--- src/pbt_pkg.sv ---
`default_nettype none
package pbt_pkg;

    localparam int WORD_WIDTH_DEF = 32;
    localparam int FRAC_BITS_DEF  = 16;

    // Configuration register indexes
    localparam int CFG_INDEX_W = 3;
    localparam logic [CFG_INDEX_W-1:0] REG_START_POS  = 3'd0;
    localparam logic [CFG_INDEX_W-1:0] REG_END_POS    = 3'd1;
    localparam logic [CFG_INDEX_W-1:0] REG_TOTAL_TIME = 3'd2;
    localparam logic [CFG_INDEX_W-1:0] REG_ACCEL_REQ  = 3'd3;

    // Profile segment codes
    localparam logic [1:0] PH_ACCEL  = 2'd0;
    localparam logic [1:0] PH_CRUISE = 2'd1;
    localparam logic [1:0] PH_DECEL  = 2'd2;

    // Status of one serial arithmetic unit
    typedef struct packed {
        logic busy;
        logic done;
    } pbt_unit_stat_t;

endpackage
`default_nettype wire

--- src/pbt_if.sv ---
`default_nettype none
interface pbt_sample_if #(parameter int WORD_WIDTH = 32);
    logic                  valid;
    logic                  ready;
    logic [WORD_WIDTH-1:0] sample_time;
    modport source (output valid, output sample_time, input ready);
    modport sink   (input valid, input sample_time, output ready);
endinterface

interface pbt_result_if #(parameter int WORD_WIDTH = 32);
    logic                         valid;
    logic                         ready;
    logic signed [WORD_WIDTH-1:0] position;
    logic [1:0]                   phase;
    logic                         saturated;
    modport source (output valid, output position, output phase, output saturated, input ready);
    modport sink   (input valid, input position, input phase, input saturated, output ready);
endinterface

interface pbt_cfg_if #(parameter int WORD_WIDTH = 32, parameter int INDEX_W = 3);
    logic                  valid;
    logic                  ready;
    logic [INDEX_W-1:0]    index;
    logic [WORD_WIDTH-1:0] data;
    modport source (output valid, output index, output data, input ready);
    modport sink   (input valid, input index, input data, output ready);
endinterface
`default_nettype wire

--- src/pbt_mul.sv ---
`default_nettype none
module pbt_mul
    import pbt_pkg::*;
#(
    parameter int AW = 65,
    parameter int BW = 33
)(
    input  wire logic              clk,
    input  wire logic              rst_n,
    input  wire logic              start,
    input  wire logic [AW-1:0]     a,
    input  wire logic [BW-1:0]     b,
    output pbt_unit_stat_t         stat,
    output logic [AW+BW-1:0]       prod
);
    localparam int CNT_W = $clog2(BW + 1);

    logic                busy_reg;
    logic                done_reg;
    logic [CNT_W-1:0]    cnt_reg;
    logic [AW+BW-1:0]    mcand_reg;
    logic [BW-1:0]       mplier_reg;
    logic [AW+BW-1:0]    prod_reg;
    logic                last;

    assign last = (cnt_reg == CNT_W'(BW - 1));

    always_ff @(posedge clk or negedge rst_n)
    begin
        if (!rst_n)
        begin
            busy_reg <= 1'b0;
            done_reg <= 1'b0;
            cnt_reg  <= '0;
        end
        else
        begin
            done_reg <= busy_reg && last;
            if (start)
            begin
                busy_reg <= 1'b1;
                cnt_reg  <= '0;
            end
            else if (busy_reg)
            begin
                busy_reg <= !last;
                cnt_reg  <= cnt_reg + CNT_W'(1);
            end
        end
    end

    // One multiplier bit per cycle, LSB first
    always_ff @(posedge clk)
    begin
        if (start)
        begin
            mcand_reg  <= (AW+BW)'(a);
            mplier_reg <= b;
            prod_reg   <= '0;
        end
        else if (busy_reg)
        begin
            if (mplier_reg[0])
            begin
                prod_reg <= prod_reg + mcand_reg;
            end
            mcand_reg  <= mcand_reg << 1;
            mplier_reg <= mplier_reg >> 1;
        end
    end

    assign stat.busy = busy_reg;
    assign stat.done = done_reg;
    assign prod      = prod_reg;
endmodule
`default_nettype wire

--- src/pbt_div.sv ---
`default_nettype none
module pbt_div
    import pbt_pkg::*;
#(
    parameter int NW = 66,
    parameter int DW = 64
)(
    input  wire logic          clk,
    input  wire logic          rst_n,
    input  wire logic          start,
    input  wire logic [NW-1:0] num,
    input  wire logic [DW-1:0] den,
    output pbt_unit_stat_t     stat,
    output logic [NW-1:0]      quo,
    output logic               rem_nz
);
    localparam int CNT_W = $clog2(NW + 1);

    logic             busy_reg;
    logic             done_reg;
    logic [CNT_W-1:0] cnt_reg;
    logic [NW-1:0]    num_reg;
    logic [DW-1:0]    den_reg;
    logic [DW-1:0]    rem_reg;
    logic [NW-1:0]    quo_reg;
    logic [DW:0]      trial;
    logic [DW:0]      diff;
    logic             fits;
    logic             last;

    assign last  = (cnt_reg == CNT_W'(NW - 1));
    assign trial = {rem_reg, num_reg[NW-1]};
    assign diff  = trial - {1'b0, den_reg};
    assign fits  = (trial >= {1'b0, den_reg});

    always_ff @(posedge clk or negedge rst_n)
    begin
        if (!rst_n)
        begin
            busy_reg <= 1'b0;
            done_reg <= 1'b0;
            cnt_reg  <= '0;
        end
        else
        begin
            done_reg <= busy_reg && last;
            if (start)
            begin
                busy_reg <= 1'b1;
                cnt_reg  <= '0;
            end
            else if (busy_reg)
            begin
                busy_reg <= !last;
                cnt_reg  <= cnt_reg + CNT_W'(1);
            end
        end
    end

    // Restoring division, one quotient bit per cycle
    always_ff @(posedge clk)
    begin
        if (start)
        begin
            num_reg <= num;
            den_reg <= den;
            rem_reg <= '0;
            quo_reg <= '0;
        end
        else if (busy_reg)
        begin
            num_reg <= num_reg << 1;
            rem_reg <= fits ? diff[DW-1:0] : trial[DW-1:0];
            quo_reg <= {quo_reg[NW-2:0], fits};
        end
    end

    assign stat.busy = busy_reg;
    assign stat.done = done_reg;
    assign quo       = quo_reg;
    assign rem_nz    = |rem_reg;
endmodule
`default_nettype wire

--- src/pbt_sqrt.sv ---
`default_nettype none
module pbt_sqrt
    import pbt_pkg::*;
#(
    parameter int RW = 64
)(
    input  wire logic             clk,
    input  wire logic             rst_n,
    input  wire logic             start,
    input  wire logic [RW-1:0]    rad,
    output pbt_unit_stat_t        stat,
    output logic [RW/2-1:0]       root
);
    localparam int HW    = RW / 2;
    localparam int CNT_W = $clog2(HW + 1);

    logic             busy_reg;
    logic             done_reg;
    logic [CNT_W-1:0] cnt_reg;
    logic [RW-1:0]    rad_reg;
    logic [HW+1:0]    rem_reg;
    logic [HW-1:0]    root_reg;
    logic [HW+1:0]    shifted;
    logic [HW+1:0]    trial;
    logic             fits;
    logic             last;

    assign last    = (cnt_reg == CNT_W'(HW - 1));
    assign shifted = {rem_reg[HW-1:0], rad_reg[RW-1:RW-2]};
    assign trial   = {root_reg, 2'b01};
    assign fits    = (shifted >= trial);

    always_ff @(posedge clk or negedge rst_n)
    begin
        if (!rst_n)
        begin
            busy_reg <= 1'b0;
            done_reg <= 1'b0;
            cnt_reg  <= '0;
        end
        else
        begin
            done_reg <= busy_reg && last;
            if (start)
            begin
                busy_reg <= 1'b1;
                cnt_reg  <= '0;
            end
            else if (busy_reg)
            begin
                busy_reg <= !last;
                cnt_reg  <= cnt_reg + CNT_W'(1);
            end
        end
    end

    // Two radicand bits, one root bit per cycle
    always_ff @(posedge clk)
    begin
        if (start)
        begin
            rad_reg  <= rad;
            rem_reg  <= '0;
            root_reg <= '0;
        end
        else if (busy_reg)
        begin
            rad_reg  <= rad_reg << 2;
            rem_reg  <= fits ? (shifted - trial) : shifted;
            root_reg <= {root_reg[HW-2:0], fits};
        end
    end

    assign stat.busy = busy_reg;
    assign stat.done = done_reg;
    assign root      = root_reg;
endmodule
`default_nettype wire

--- src/parabolic_blend_trajectory_top.sv ---
`default_nettype none
// Channel     | Dir | Words carry
// ------------+-----+-------------------------------------------
// sample_in   | in  | sample_time (unsigned Q16.16)
// result_out  | out | position (signed, saturated), phase, saturated
// cfg         | in  | index, data: register write, always ready
//
// Sequence: a word with cached blend parameters takes 2 or 3 passes of the
//   bit-serial multiplier; the result is then loaded into the output
//   register and the sequencer returns to idle to take the next word.
// The first word after reset or a write to a known register also runs
//   the blend solve: one multiply, two serial divisions and a
//   WORD_WIDTH-step square root; zero acceleration skips the second
//   division and the root.
// Reset clears control state and loads the register defaults.
// A finished word waits in the output register; sample_in is ready again
//   as soon as the result is parked there.
module parabolic_blend_trajectory_top
    import pbt_pkg::*;
#(
    parameter int WORD_WIDTH = WORD_WIDTH_DEF,
    parameter int FRAC_BITS  = FRAC_BITS_DEF
)(
    input  wire logic   clk,
    input  wire logic   rst_n,
    pbt_sample_if.sink  sample_in,
    pbt_result_if.source result_out,
    pbt_cfg_if.sink     cfg
);
    localparam int W  = WORD_WIDTH;
    localparam int F  = FRAC_BITS;
    localparam int NW = W + 2*F + 2;       // division numerator width
    localparam int DW = 2*W;               // division divisor width
    localparam int MA = 2*W + 1;           // multiplicand width
    localparam int MB = W + 1;             // multiplier width
    localparam int PW = MA + MB;           // product width
    localparam int MW = PW - 2*F - 1;      // scaled product width
    localparam int CW = (NW > DW) ? NW : DW;

    localparam logic [W-2:0]  AMAX  = {(W-1){1'b1}};
    localparam logic [MW-1:0] M_LIM = MW'({{W{1'b1}}, 1'b0});

    typedef enum logic [8:0] {
        S_IDLE  = 9'b000000001,
        S_T2    = 9'b000000010,
        S_AMIN  = 9'b000000100,
        S_QD    = 9'b000001000,
        S_SQRT  = 9'b000010000,
        S_K1    = 9'b000100000,
        S_K2    = 9'b001000000,
        S_SCALE = 9'b010000000,
        S_DONE  = 9'b100000000
    } state_t;

    state_t          state_reg, state_next;
    logic            kick_reg, kick_next;

    // Configuration registers
    logic [W-1:0]    start_reg, end_reg, ttime_reg, areq_reg;

    // Cached blend
    logic [W-1:0]    blend_time_reg;
    logic [W-1:0]    blend_accel_reg;
    logic            blend_valid_reg;

    // Work registers
    logic [W-1:0]    t_reg;
    logic [DW-1:0]   t2_reg;
    logic [W-2:0]    acalc_reg;
    logic [DW-1:0]   r_reg;
    logic [MA-1:0]   k_reg;

    logic            out_valid_reg;
    logic [W-1:0]    out_pos_reg;
    logic [1:0]      out_phase_reg;
    logic            out_sat_reg;

    // Unit hookup
    pbt_unit_stat_t  mul_stat, div_stat, sqrt_stat;
    logic            mul_start, div_start, sqrt_start;
    logic [MA-1:0]   mul_a;
    logic [MB-1:0]   mul_b;
    logic [PW-1:0]   mul_prod;
    logic [NW-1:0]   div_num;
    logic [DW-1:0]   div_den;
    logic [NW-1:0]   div_quo;
    logic            div_rem_nz;
    logic [W-1:0]    sqrt_root;

    // Derived values
    logic            down;
    logic [W:0]      diff;
    logic [W-1:0]    span;
    logic [W-1:0]    tt;
    logic [W-1:0]    half;
    logic [W-1:0]    areq_mag;
    logic [NW:0]     qc;
    logic [W-2:0]    amin;
    logic [W-2:0]    anew;
    logic [CW-1:0]   quarter_x, qd_x;
    logic [W-1:0]    tb_new;
    logic [1:0]      phase;
    logic [W-1:0]    u;
    logic [W-1:0]    abs_blend;
    logic            neg;
    logic [MW-1:0]   m;
    logic            m_big;
    logic [W+2:0]    p0_x, m_x, sum_x;
    logic            sat_hi, sat_lo;
    logic [W-1:0]    pos_fin;
    logic            sat_fin;
    logic            in_acc, cfg_acc, out_load;

    assign down     = $signed(start_reg) > $signed(end_reg);
    assign diff     = {end_reg[W-1], end_reg} - {start_reg[W-1], start_reg};
    assign span     = down ? W'(-diff) : diff[W-1:0];
    assign tt       = (ttime_reg == '0) ? W'(1) : ttime_reg;
    assign half     = tt >> 1;
    assign areq_mag = areq_reg[W-1] ? (-areq_reg) : areq_reg;

    // Minimum acceleration: ceil(4*D*2^2F / T^2), clamped
    assign qc   = {1'b0, div_quo} + (NW+1)'(div_rem_nz);
    assign amin = (qc > (NW+1)'(AMAX)) ? AMAX : qc[W-2:0];
    assign anew = (areq_mag > W'(AMAX)) ? AMAX
                : ((areq_mag[W-2:0] > amin) ? areq_mag[W-2:0] : amin);

    assign quarter_x = CW'(t2_reg >> 2);
    assign qd_x      = CW'(div_quo);
    assign tb_new    = (half > sqrt_root) ? (half - sqrt_root) : '0;

    // Segment of the current word
    always_comb
    begin
        if (t_reg <= blend_time_reg)
        begin
            phase = PH_ACCEL;
        end
        else if (t_reg <= tt - blend_time_reg)
        begin
            phase = PH_CRUISE;
        end
        else
        begin
            phase = PH_DECEL;
        end
    end

    assign u         = (t_reg > tt) ? '0 : (tt - t_reg);
    assign neg       = blend_accel_reg[W-1];
    assign abs_blend = neg ? (-blend_accel_reg) : blend_accel_reg;

    // Final scale, offset and clip
    assign m      = mul_prod[PW-1:2*F+1];
    assign m_big  = (m > M_LIM);
    assign p0_x   = {{3{start_reg[W-1]}}, start_reg};
    assign m_x    = {2'b00, m[W:0]};
    assign sum_x  = neg ? (p0_x - m_x) : (p0_x + m_x);
    assign sat_hi = !sum_x[W+2] && (sum_x[W+1:W-1] != 3'b000);
    assign sat_lo = sum_x[W+2] && (sum_x[W+1:W-1] != 3'b111);

    always_comb
    begin
        if (m_big)
        begin
            sat_fin = 1'b1;
            pos_fin = neg ? {1'b1, {(W-1){1'b0}}} : {1'b0, AMAX};
        end
        else if (sat_hi)
        begin
            sat_fin = 1'b1;
            pos_fin = {1'b0, AMAX};
        end
        else if (sat_lo)
        begin
            sat_fin = 1'b1;
            pos_fin = {1'b1, {(W-1){1'b0}}};
        end
        else
        begin
            sat_fin = 1'b0;
            pos_fin = sum_x[W-1:0];
        end
    end

    // Multiplier operand select
    always_comb
    begin
        mul_a = '0;
        mul_b = '0;
        case (state_reg)
            S_T2:
            begin
                mul_a = MA'(tt);
                mul_b = MB'(tt);
            end
            S_K1:
            begin
                case (phase)
                    PH_ACCEL:
                    begin
                        mul_a = MA'(t_reg);
                        mul_b = MB'(t_reg);
                    end
                    PH_CRUISE:
                    begin
                        mul_a = MA'(blend_time_reg);
                        mul_b = {t_reg, 1'b0} - MB'(blend_time_reg);
                    end
                    default:
                    begin
                        mul_a = MA'({blend_time_reg, 1'b0});
                        mul_b = MB'(tt - blend_time_reg);
                    end
                endcase
            end
            S_K2:
            begin
                mul_a = MA'(u);
                mul_b = MB'(u);
            end
            S_SCALE:
            begin
                mul_a = k_reg;
                mul_b = MB'(abs_blend);
            end
            default:
            begin
                mul_a = '0;
                mul_b = '0;
            end
        endcase
    end

    assign div_num = (state_reg == S_AMIN) ? (NW'(span) << (2*F + 2))
                                           : (NW'(span) << (2*F));
    assign div_den = (state_reg == S_AMIN) ? t2_reg : DW'(acalc_reg);

    assign mul_start  = kick_reg && ((state_reg == S_T2) || (state_reg == S_K1)
                        || (state_reg == S_K2) || (state_reg == S_SCALE));
    assign div_start  = kick_reg && ((state_reg == S_AMIN) || (state_reg == S_QD));
    assign sqrt_start = kick_reg && (state_reg == S_SQRT);

    pbt_mul #(.AW(MA), .BW(MB)) u_mul (
        .clk   (clk),
        .rst_n (rst_n),
        .start (mul_start),
        .a     (mul_a),
        .b     (mul_b),
        .stat  (mul_stat),
        .prod  (mul_prod)
    );

    pbt_div #(.NW(NW), .DW(DW)) u_div (
        .clk    (clk),
        .rst_n  (rst_n),
        .start  (div_start),
        .num    (div_num),
        .den    (div_den),
        .stat   (div_stat),
        .quo    (div_quo),
        .rem_nz (div_rem_nz)
    );

    pbt_sqrt #(.RW(DW)) u_sqrt (
        .clk   (clk),
        .rst_n (rst_n),
        .start (sqrt_start),
        .rad   (r_reg),
        .stat  (sqrt_stat),
        .root  (sqrt_root)
    );

    assign in_acc   = sample_in.valid && sample_in.ready;
    assign cfg_acc  = cfg.valid && cfg.ready;
    assign out_load = (state_reg == S_DONE) && (!out_valid_reg || result_out.ready);

    // Sequencer
    always_comb
    begin
        state_next = state_reg;
        kick_next  = 1'b0;
        case (state_reg)
            S_IDLE:
            begin
                if (in_acc)
                begin
                    state_next = blend_valid_reg ? S_K1 : S_T2;
                    kick_next  = 1'b1;
                end
            end
            S_T2:
            begin
                if (mul_stat.done)
                begin
                    state_next = S_AMIN;
                    kick_next  = 1'b1;
                end
            end
            S_AMIN:
            begin
                if (div_stat.done)
                begin
                    // zero acceleration: blend time stays zero
                    state_next = (anew == '0) ? S_K1 : S_QD;
                    kick_next  = 1'b1;
                end
            end
            S_QD:
            begin
                if (div_stat.done)
                begin
                    state_next = S_SQRT;
                    kick_next  = 1'b1;
                end
            end
            S_SQRT:
            begin
                if (sqrt_stat.done)
                begin
                    state_next = S_K1;
                    kick_next  = 1'b1;
                end
            end
            S_K1:
            begin
                if (mul_stat.done)
                begin
                    state_next = (phase == PH_DECEL) ? S_K2 : S_SCALE;
                    kick_next  = 1'b1;
                end
            end
            S_K2:
            begin
                if (mul_stat.done)
                begin
                    state_next = S_SCALE;
                    kick_next  = 1'b1;
                end
            end
            S_SCALE:
            begin
                if (mul_stat.done)
                begin
                    state_next = S_DONE;
                end
            end
            S_DONE:
            begin
                if (out_load)
                begin
                    state_next = S_IDLE;
                end
            end
            default:
            begin
                state_next = S_IDLE;
            end
        endcase
    end

    always_ff @(posedge clk or negedge rst_n)
    begin
        if (!rst_n)
        begin
            state_reg       <= S_IDLE;
            kick_reg        <= 1'b0;
            start_reg       <= '0;
            end_reg         <= '0;
            ttime_reg       <= W'(1) << F;
            areq_reg        <= W'(1) << F;
            blend_time_reg  <= '0;
            blend_accel_reg <= '0;
            blend_valid_reg <= 1'b0;
            out_valid_reg   <= 1'b0;
        end
        else
        begin
            state_reg <= state_next;
            kick_reg  <= kick_next;

            if (cfg_acc)
            begin
                case (cfg.index)
                    REG_START_POS:  start_reg <= cfg.data;
                    REG_END_POS:    end_reg   <= cfg.data;
                    REG_TOTAL_TIME: ttime_reg <= cfg.data;
                    REG_ACCEL_REQ:  areq_reg  <= cfg.data;
                    default:        ;
                endcase
                // drop the cached blend on any known register
                if ((cfg.index == REG_START_POS) || (cfg.index == REG_END_POS)
                    || (cfg.index == REG_TOTAL_TIME) || (cfg.index == REG_ACCEL_REQ))
                begin
                    blend_valid_reg <= 1'b0;
                end
            end

            if ((state_reg == S_AMIN) && div_stat.done && (anew == '0))
            begin
                blend_time_reg  <= '0;
                blend_accel_reg <= '0;
                blend_valid_reg <= 1'b1;
            end
            if ((state_reg == S_SQRT) && sqrt_stat.done)
            begin
                blend_time_reg  <= tb_new;
                blend_accel_reg <= down ? (-W'(acalc_reg)) : W'(acalc_reg);
                blend_valid_reg <= 1'b1;
            end

            if (out_load)
            begin
                out_valid_reg <= 1'b1;
            end
            else if (result_out.ready)
            begin
                out_valid_reg <= 1'b0;
            end
        end
    end

    // Datapath holding registers
    always_ff @(posedge clk)
    begin
        if (in_acc)
        begin
            t_reg <= sample_in.sample_time;
        end
        if ((state_reg == S_T2) && mul_stat.done)
        begin
            t2_reg <= mul_prod[DW-1:0];
        end
        if ((state_reg == S_AMIN) && div_stat.done)
        begin
            acalc_reg <= anew;
        end
        if ((state_reg == S_QD) && div_stat.done)
        begin
            r_reg <= (quarter_x > qd_x) ? DW'(quarter_x - qd_x) : '0;
        end
        if ((state_reg == S_K1) && mul_stat.done)
        begin
            k_reg <= mul_prod[MA-1:0];
        end
        if ((state_reg == S_K2) && mul_stat.done)
        begin
            k_reg <= k_reg - mul_prod[MA-1:0];
        end
        if (out_load)
        begin
            out_pos_reg   <= pos_fin;
            out_phase_reg <= phase;
            out_sat_reg   <= sat_fin;
        end
    end

    assign sample_in.ready      = (state_reg == S_IDLE);
    assign cfg.ready            = 1'b1;
    assign result_out.valid     = out_valid_reg;
    assign result_out.position  = out_pos_reg;
    assign result_out.phase     = out_phase_reg;
    assign result_out.saturated = out_sat_reg;

    // A result word only appears out of the final state
    assert property (@(posedge clk) disable iff (!rst_n)
        $rose(out_valid_reg) |-> $past(state_reg == S_DONE))
        else $error("result word without finished computation");

    // Profile evaluation always runs on a solved blend
    assert property (@(posedge clk) disable iff (!rst_n)
        (state_reg == S_K1) |-> blend_valid_reg)
        else $error("profile evaluated without a blend");

    // Blend time never exceeds half the duration
    assert property (@(posedge clk) disable iff (!rst_n)
        blend_valid_reg |-> (blend_time_reg <= half))
        else $error("blend time beyond half duration");

    // Writing the total-time register while idle drops the cached blend
    assert property (@(posedge clk) disable iff (!rst_n)
        (cfg_acc && (cfg.index == REG_TOTAL_TIME) && (state_reg == S_IDLE))
        |=> !blend_valid_reg)
        else $error("blend kept after register write");

    // Never restart a serial unit while it is still running
    assert property (@(posedge clk) disable iff (!rst_n)
        !(mul_start && mul_stat.busy) && !(div_start && div_stat.busy)
        && !(sqrt_start && sqrt_stat.busy))
        else $error("serial unit restarted while busy");
endmodule
`default_nettype wire

--- src/flat_wrapper.sv ---
// flat-port wrapper written by rule: the top's interface ports become plain ports
module parabolic_blend_trajectory_top_flat import pbt_pkg::*;
#(
    parameter int WORD_WIDTH = WORD_WIDTH_DEF,
    parameter int FRAC_BITS  = FRAC_BITS_DEF
)
  (clk, rst_n, sample_in_valid, sample_in_sample_time, sample_in_ready, result_out_valid, result_out_position, result_out_phase, result_out_saturated, result_out_ready, cfg_valid, cfg_index, cfg_data, cfg_ready);
  pbt_sample_if #(.WORD_WIDTH(WORD_WIDTH)) sample_in_i ();
  pbt_result_if #(.WORD_WIDTH(WORD_WIDTH)) result_out_i ();
  pbt_cfg_if #(.WORD_WIDTH(WORD_WIDTH), .INDEX_W(CFG_INDEX_W)) cfg_i ();
  input  wire logic clk;
  input  wire logic rst_n;
  input wire logic [$bits(sample_in_i.valid)-1:0] sample_in_valid;
  input wire logic [$bits(sample_in_i.sample_time)-1:0] sample_in_sample_time;
  output wire logic [$bits(sample_in_i.ready)-1:0] sample_in_ready;
  output wire logic [$bits(result_out_i.valid)-1:0] result_out_valid;
  output wire logic [$bits(result_out_i.position)-1:0] result_out_position;
  output wire logic [$bits(result_out_i.phase)-1:0] result_out_phase;
  output wire logic [$bits(result_out_i.saturated)-1:0] result_out_saturated;
  input wire logic [$bits(result_out_i.ready)-1:0] result_out_ready;
  input wire logic [$bits(cfg_i.valid)-1:0] cfg_valid;
  input wire logic [$bits(cfg_i.index)-1:0] cfg_index;
  input wire logic [$bits(cfg_i.data)-1:0] cfg_data;
  output wire logic [$bits(cfg_i.ready)-1:0] cfg_ready;
  assign sample_in_i.valid = sample_in_valid;
  assign sample_in_i.sample_time = sample_in_sample_time;
  assign sample_in_ready = sample_in_i.ready;
  assign result_out_valid = result_out_i.valid;
  assign result_out_position = result_out_i.position;
  assign result_out_phase = result_out_i.phase;
  assign result_out_saturated = result_out_i.saturated;
  assign result_out_i.ready = result_out_ready;
  assign cfg_i.valid = cfg_valid;
  assign cfg_i.index = cfg_index;
  assign cfg_i.data = cfg_data;
  assign cfg_ready = cfg_i.ready;
  parabolic_blend_trajectory_top #(.WORD_WIDTH(WORD_WIDTH), .FRAC_BITS(FRAC_BITS)) u_core (.clk(clk), .rst_n(rst_n), .sample_in(sample_in_i), .result_out(result_out_i), .cfg(cfg_i));
endmodule
--- config.mk ---
export PLATFORM = sky130hd
export DESIGN_NAME = parabolic_blend_trajectory_top_flat
export DESIGN_NICKNAME = d
export VERILOG_FILES = /design/src/pbt_pkg.sv /design/src/pbt_if.sv /design/src/pbt_mul.sv /design/src/pbt_div.sv /design/src/pbt_sqrt.sv /design/src/parabolic_blend_trajectory_top.sv /design/src/flat_wrapper.sv
export SDC_FILE = /design/constraint.sdc
export NUM_CORES = 2
export LEC_CHECK = 0
export BUFFER_PORTS_ARGS = -buffer_cell sky130_fd_sc_hd__clkbuf_2
export CORE_AREA = 2 2 422 424
export DETAILED_ROUTE_END_ITERATION = 12
export DIE_AREA = 0 0 424 426
export GPL_TIMING_DRIVEN = 0
export SLEW_MARGIN = 40
export SYNTH_ARGS = -nofsm -noshare
export SYNTH_HDL_FRONTEND = slang
export SYNTH_SLANG_ARGS = --single-unit
export TNS_END_PERCENT = 1
--- constraint.sdc ---
create_clock -name clk -period 11 [get_ports clk]
set_input_delay 0 -clock clk [delete_from_list [all_inputs] [get_ports clk]]
set_output_delay 0 -clock clk [all_outputs]
set_load 0.02 [all_outputs]
### Yosys cells after proc, flatten, opt, wreduce, memory -nomap -nowiden

Index checks and enable logic that the tools add are counted.
W data, S select, Z words.

* $add $sub $neg: 21
* $lt $le $gt $ge: 12
* equal/unequal tests: 27
* mux-type cells: 75
* reduce and logical (&&, ||, !) cells: 54

Operators by type and width (count)
* $mux W32: 15
* $mux W65: 4
* $pmux W65 S4: 1
* $mux W66: 3
* $mux W64: 3
* $pmux W33 S2: 2
* $pmux W33 S4: 1
* $sub A32 B32 Y32: 4
* $mux W31: 4
* $add A98 B98 Y98: 1
* $neg A32 Y32: 3
* $mux W9: 9
* $pmux W9 S9: 1
* $add A66 B1 Y67: 1
* $gt A67 B31 Y1 const B: 1
* $gt A62 B66 Y1: 1
* $mux W33: 2
* $ge A65 B64 Y1: 1
* $gt A65 B33 Y1 const B: 1
* $sub A65 B65 Y65: 1
* $gt A32 B32 Y1: 2
* $le A32 B32 Y1: 2
* $reduce_or A64 Y1: 1
* $sub A62 B64 Y64: 1
* other kinds (52): 124

* register bits after elaboration: 1137
* bits of input ports: 72
* output and inout bits: 38
* logic and storage cells: 228

### Depth between registers and ports, before layout

* word-level depth: 11
* gate-level depth with buffers: 47
* gate-level depth less buffers: 45

### By module

Synthesis repeated with hierarchy kept, for this count alone.

* cell total of the unflattened synthesis: 9323
* area total of the unflattened synthesis: 82780.6 µm²

By module, submodules not included
* parabolic_blend_trajectory_top: instances 1, cells each 5478, area each 45929.0 µm², sequential area each 13847.0 µm²
* pbt_mul: instances 1, cells each 1665, area each 14946.8 µm², sequential area each 5765.5 µm²
* pbt_div: instances 1, cells each 1433, area each 14177.3 µm², sequential area each 6731.5 µm²
* pbt_sqrt: instances 1, cells each 747, area each 7727.4 µm², sequential area each 3403.3 µm²

### Worst setup path after synthesis

OpenSTA, ideal clock, no wires.

* path type: register -> register
* start point: reg u_core.ttime_reg[9]
* end point: reg u_core.u_mul.mplier_reg[31], data pin
* library setup time: 0.270 ns
* arrival time: 9.085 ns
* data required time: 10.730 ns
* path slack: 1.645 ns
* stages on the path, launching flop included: 46
* path buffers: 3
* clock period less this slack: 9.355 ns
* cell sequence: dfrtp_1 > clkbuf_1 > nor4_1 > nand4_1 > nor2_1 > nor2_1 > ha_1 > fa_1 > maj3_1 > a221o_1 > o211ai_1 > a31oi_1 > o211a_1 > nor2_1 > a2111oi_0 > nor2_1 > a21oi_1 > o21ai_0 > [10 not listed] > nand2_1 > inv_1 > buf_1 > o21ai_0 > ha_1 > a21o_1 > a21o_1 > a21o_1 > a211o_1 > a2111oi_0 > o21ai_0 > and4_1 > nor2_1 > a21oi_1 > a31oi_1 > xnor2_1 > a221oi_1 > a21oi_1

* word-level cells in the longest chain between the ends: 10
* elaborated cells on any way between the ends: 15
* classes of those cells: add/sub (3); order compare (2); eq/ne (1); mux (7); reduce/logical (2)

RTL lines
* start: declaration: line parabolic_blend_trajectory_top.sv:59 `logic [W-1:0] start_reg, end_reg, ttime_reg, areq_reg;`
* start signal: assignment: line parabolic_blend_trajectory_top.sv:369 `ttime_reg <= W'(1) << F;`
* start signal: assignment: line parabolic_blend_trajectory_top.sv:386 `REG_TOTAL_TIME: ttime_reg <= cfg.data;`
* $logic_not A32 Y1: line parabolic_blend_trajectory_top.sv:117 `assign tt = (ttime_reg == '0) ? W'(1) : ttime_reg;`
* $mux W32 *: line parabolic_blend_trajectory_top.sv:117
* $sub A32 B32 Y32 *: line parabolic_blend_trajectory_top.sv:138 `else if (t_reg <= tt - blend_time_reg)`
* $le A32 B32 Y1 *: line parabolic_blend_trajectory_top.sv:138
* $mux W2 *: line parabolic_blend_trajectory_top.sv:138
* $mux W2 *: line parabolic_blend_trajectory_top.sv:134 `if (t_reg <= blend_time_reg)`
* named net u_core.phase[0]: line parabolic_blend_trajectory_top.sv:102 `logic [1:0] phase;`
* $eq A2 B1 Y1 / $logic_not A2 Y1 (equally long branches): line parabolic_blend_trajectory_top.sv:198 `case (phase)`
* $pmux W33 S2 *: line parabolic_blend_trajectory_top.sv:198
* $pmux W33 S4 *: line parabolic_blend_trajectory_top.sv:190 `case (state_reg)`
* $mux W33 *: line pbt_mul.sv:55 `if (start)`
* end signal: assignment: line pbt_mul.sv:68 `mplier_reg <= mplier_reg >> 1;`
* end: declaration: line pbt_mul.sv:22 `logic [BW-1:0] mplier_reg;`

The timed path passes the listed nets; every way through them passes the cells marked *.
A chain may end at the register's enable or synchronous reset.

### Final worst setup path

* start point: reg u_core.ttime_reg[24]
* end point: reg u_core.u_mul.mplier_reg[31], data pin

The elaborated chain is that of the path after synthesis.

==> key figures <==
Status
  – Status: finished, final reports clean

Timing
  – Slew margin rel.: 36.6%
  – Setup violations, final: 0
  – Final hold slack: 0.161 ns
  – Clk_skew: 0.0344 ns
  – Fin. max-slew vios: 0
  – Fin. Hold Viols: 0
  – Minimum clock period: 10.54 ns
  – F_max: 94.9 MHz
  – Slew @ Worst Pin: 0.945 ns
  – Final WS setup: 0.463 ns
  – Fin Setup TNS: 0 ns
  – Crit share post-route: 95.8%

Drt
  – Final WL: 296000 um
  – Antenna Nets Post-Route: 0
  – DR DRC count: 0
  – Iter 0 DRT Violations: 6659
  – Drt wl/cell: 24.9 um
  – Vias per inst: 6.01
  – DRT Pass-1 Iters: 8
  – Via count: 71500

Clocking
  – CTS root buffer: clkbuf_16
  – Skew-Pair Late Insertion Delay: 0.83 ns
  – Htree depth: 4
  – # clock sinks: 1105
  – CTS tree: yes
  – CTS clk-pin slew, worst paths: 0.06 ns
  – Clk buf depth: 3
  – CTS Buf Count: 134

Worst setup path
  – Kind of critical path: reg2reg
  – Critical Path Sink Type: flip-flop
  – CP startpoint kind: flip-flop
  – Largest delay contributor family on the critical path: compound AO/OA/AOI/OAI gates
  – Required @ worst endpoint: 11.53 ns
  – CP arrival: 11.07 ns
  – CP peak stage delay: 0.55 ns
  – Top fanout value on the critical path: 10
  – CP max stage cell: dfrtp_1
  – Buffers & Inverters on Critical Path: 3

Flow run
  – Max-Cap Viols: 0

Die
  – CORE AREA: 176000 um^2
  – Die height: 426 um
  – Ports: 110
  – Die width: 424 um
  – Die area: 181000 um^2
  – Initial Util: 44.8%
  – # rows: 154

Global routing
  – Met1 Use GR: 41.7%
  – Largest net degree at the start of global routing: 70
  – GRT met3 Usage: 6.36%
  – Antenna violations before repair: 11
  – GR peak layer: met2
  – Vias in the first global route: 67700
  – Congestion Overflow GR: 0
  – Total GRT Usage: 31.8%
  – M2 GR Usage: 50.5%
  – First-pass GRT wire length: 432000 um

Synth
  – Synth Area in Adders: 9.98%
  – Mux contribution to synthesized area: 4.49%
  – Ys flop type: edfxtp_1
  – Syn_nets: 9711
  – Number of synthesized flops with an enable pin: 551
  – Compound-Gate Fraction of Synth Area: 20.4%
  – Post-synthesis cell count: 9023
  – Synth Warn #: 0
  – Simple-gate share of the synthesized area: 16.9%
  – Synth Area per Inst: 8.72 um^2
  – Synth cell types: 97
  – Mapped Area: 78700 um^2
  – XOR/XNOR Fraction of Synth Area: 7.05%
  – FFs w/ async S/R, synth: 20.7%
  – Combinational family with the most area after synthesis: compound AO/OA/AOI/OAI gates
  – Number of synthesized register bits: 1105
  – Sequential area share after synthesis: 36.6%

Placed design
  – Dpl cells: 11500
  – Port bufs: 108
  – Placed wire-length estimate: 237000 um
  – Routability cong.: 1.04
  – Worst slack, placed: -1.07 ns

Finish
  – Nets: 10100
  – Final Non-Filler Cells: 11900
  – Area Growth Syn to Fin: 13.0%
  – Fraction of final layout cells with drive strength greater than 1: 6.46%

Power
  – Pleak: 36.6 nW
  – Peak VDD IR: 0.177 mV
  – Total power draw: 20.4 mW
  – Pwr dens: 229 nW/um^2

Worst hold path
  – Hold crit path type: in2reg
final cells by class:
class                      count  area (um^2)
tap                         2340         2930
multi-input combinational   6983        46700
fill                       16800        86800
clock buffer                 185         3680
buffer                       402         1620
sequential                  1105        28800
inverter                     528         1990
timing repair buffer         274         2420
clock inverter                62          756
antenna                       15         37.5
path summary, 6_finish.rpt:
| path | start | endpoint | slack, ns | depth (start not counted) |
|---|---|---|---|---|
| setup / recovery | u_core.ttime_reg[24]$_DFFE_PN0P_ | u_core.u_mul.mplier_reg[31]$_DFFE_PP_ | 0.46 | 46 |
| hold / removal | sample_in_valid | u_core.kick_reg$_DFF_PN0_ | 0.16 | 4 |
| setup reg to reg | u_core.ttime_reg[24]$_DFFE_PN0P_ | u_core.u_mul.mplier_reg[31]$_DFFE_PP_ | 0.46 | 46 |
| hold reg to reg | u_core.u_mul.prod[78]$_SDFFE_PP0P_ | u_core.u_mul.prod[78]$_SDFFE_PP0P_ | 0.47 | 2 |
| max in group asynchronous | rst_n | u_core.u_div.cnt_reg[5]$_DFFE_PN0P_ | 9.58 | 6 |
| min in group asynchronous | rst_n | u_core.u_mul.cnt_reg[2]$_DFFE_PN0P_ | 0.39 | 4 |
where the power goes:
| group | internal (mW) | switching, mW | total (mW) |
|---|---|---|---|
| registers | 5.10 | 0.832 | 5.93 |
| clock network | 2.61 | 1.94 | 4.55 |
| logic | 3.91 | 5.97 | 9.88 |
metal layers:
layer | share of wire [%] | vias to the layer above
met1 | 42 | 34600
met2 | 45 | 2683
met5 | 0.030 | -
met4 | 5.3 | 8
li1 | - | 33500
met3 | 7.7 | 589
stage by stage:
step           util (%)  area [um^2]
4_1_cts            50.5        88700
3_3_place_gp       46.8        82200
6_report           50.6        88900
3_5_place_dp       47.2        82900
2_1_floorplan         -        78700
5_1_grt            50.6        88900
worst reg2reg max path: cells and delay by family, from the launching register on:
family | cells | cell delay (ns)
buf+inv | 3 | 0.63
xor+xnor | 2 | 0.27
simple gates | 18 | 3.31
fa+ha+maj | 5 | 1.65
flops | 1 | 0.55
compound gates | 18 | 3.86
logic make-up after synthesis:
logic type                 Yosys count
AOI/OAI and AO/OA                 2518
xor gates and xnor gates           633
adders and majority gates          624
buffers and inverters              935
DFF                               1105
muxes                              341
other                                2
and+or+nand+nor                   2865
layout by cell type (no fill, tap or decap), types with 80 or more instances in the layout:
| cell | synthesis | layout |
|---|---|---|
| a31oi_1 | 99 | 97 |
| nand2_1 | 967 | 963 |
| mux2i_1 | 245 | 245 |
| nand4_1 | 121 | 121 |
| o21ai_0 | 540 | 533 |
| xor2_1 | 228 | 228 |
| inv_1 | 527 | 524 |
| o21a_1 | 80 | 80 |
| nor4_1 | 97 | 85 |
| dfrtp_1 | 226 | 217 |
| dfxtp_1 | 325 | 325 |
| a211oi_1 | 175 | 173 |
| nand3_1 | 159 | 159 |
| a21o_1 | 284 | 284 |
| dlygate4sd3_1 | 0 | 126 |
| xnor2_1 | 405 | 404 |
| mux2_2 | 96 | 96 |
| nor3_1 | 154 | 151 |
| o21bai_1 | 80 | 80 |
| clkbuf_16 | 0 | 138 |
| clkbuf_2 | 0 | 135 |
| edfxtp_1 | 551 | 551 |
| ha_1 | 607 | 607 |
| nor2_1 | 828 | 822 |
| clkbuf_1 | 359 | 366 |
| a21oi_1 | 736 | 735 |
| nor2b_1 | 94 | 93 |
| nand2b_1 | 83 | 82 |
Yosys cell counts (16+ instances only):
cell type / n / area, um^2
nand2_1: 967 / 3630
nor2_1: 828 / 3110
a21oi_1: 736 / 3680
ha_1: 607 / 7590
edfxtp_1: 551 / 16500
o21ai_0: 540 / 2700
inv_1: 527 / 1980
xnor2_1: 405 / 3550
clkbuf_1: 359 / 1350
dfxtp_1: 325 / 6510
a21o_1: 284 / 2130
mux2i_1: 245 / 2450
xor2_1: 228 / 2000
dfrtp_1: 226 / 5660
a211oi_1: 175 / 1310
nand3_1: 159 / 796
nor3_1: 154 / 771
nand4_1: 121 / 757
a31oi_1: 99 / 619
nor4_1: 97 / 607
mux2_2: 96 / 1080
nor2b_1: 94 / 588
nand2b_1: 83 / 519
o21a_1: 80 / 601
o21bai_1: 80 / 601
and2_1: 79 / 494
and3_1: 77 / 482
o211ai_1: 72 / 541
a22o_1: 66 / 578
o31ai_1: 55 / 413
or3_1: 49 / 307
o221ai_1: 44 / 385
a221oi_1: 42 / 368
buf_1: 32 / 120
and4_1: 29 / 254
or2_2: 29 / 181
or4_1: 29 / 218
a22oi_1: 22 / 165
o31a_1: 19 / 166
nand3b_1: 18 / 135
a211o_1: 16 / 140
a21boi_0: 16 / 120
repair_timing:
action	in CTS	in global routing
pin swaps	0	4
resized for setup	14	36
setup endpoints to repair	20	17
hold buffers	126	0
endpoints found under the hold margin	400	0
setup buffers	0	7
Power figures use the tool's default switching activity.
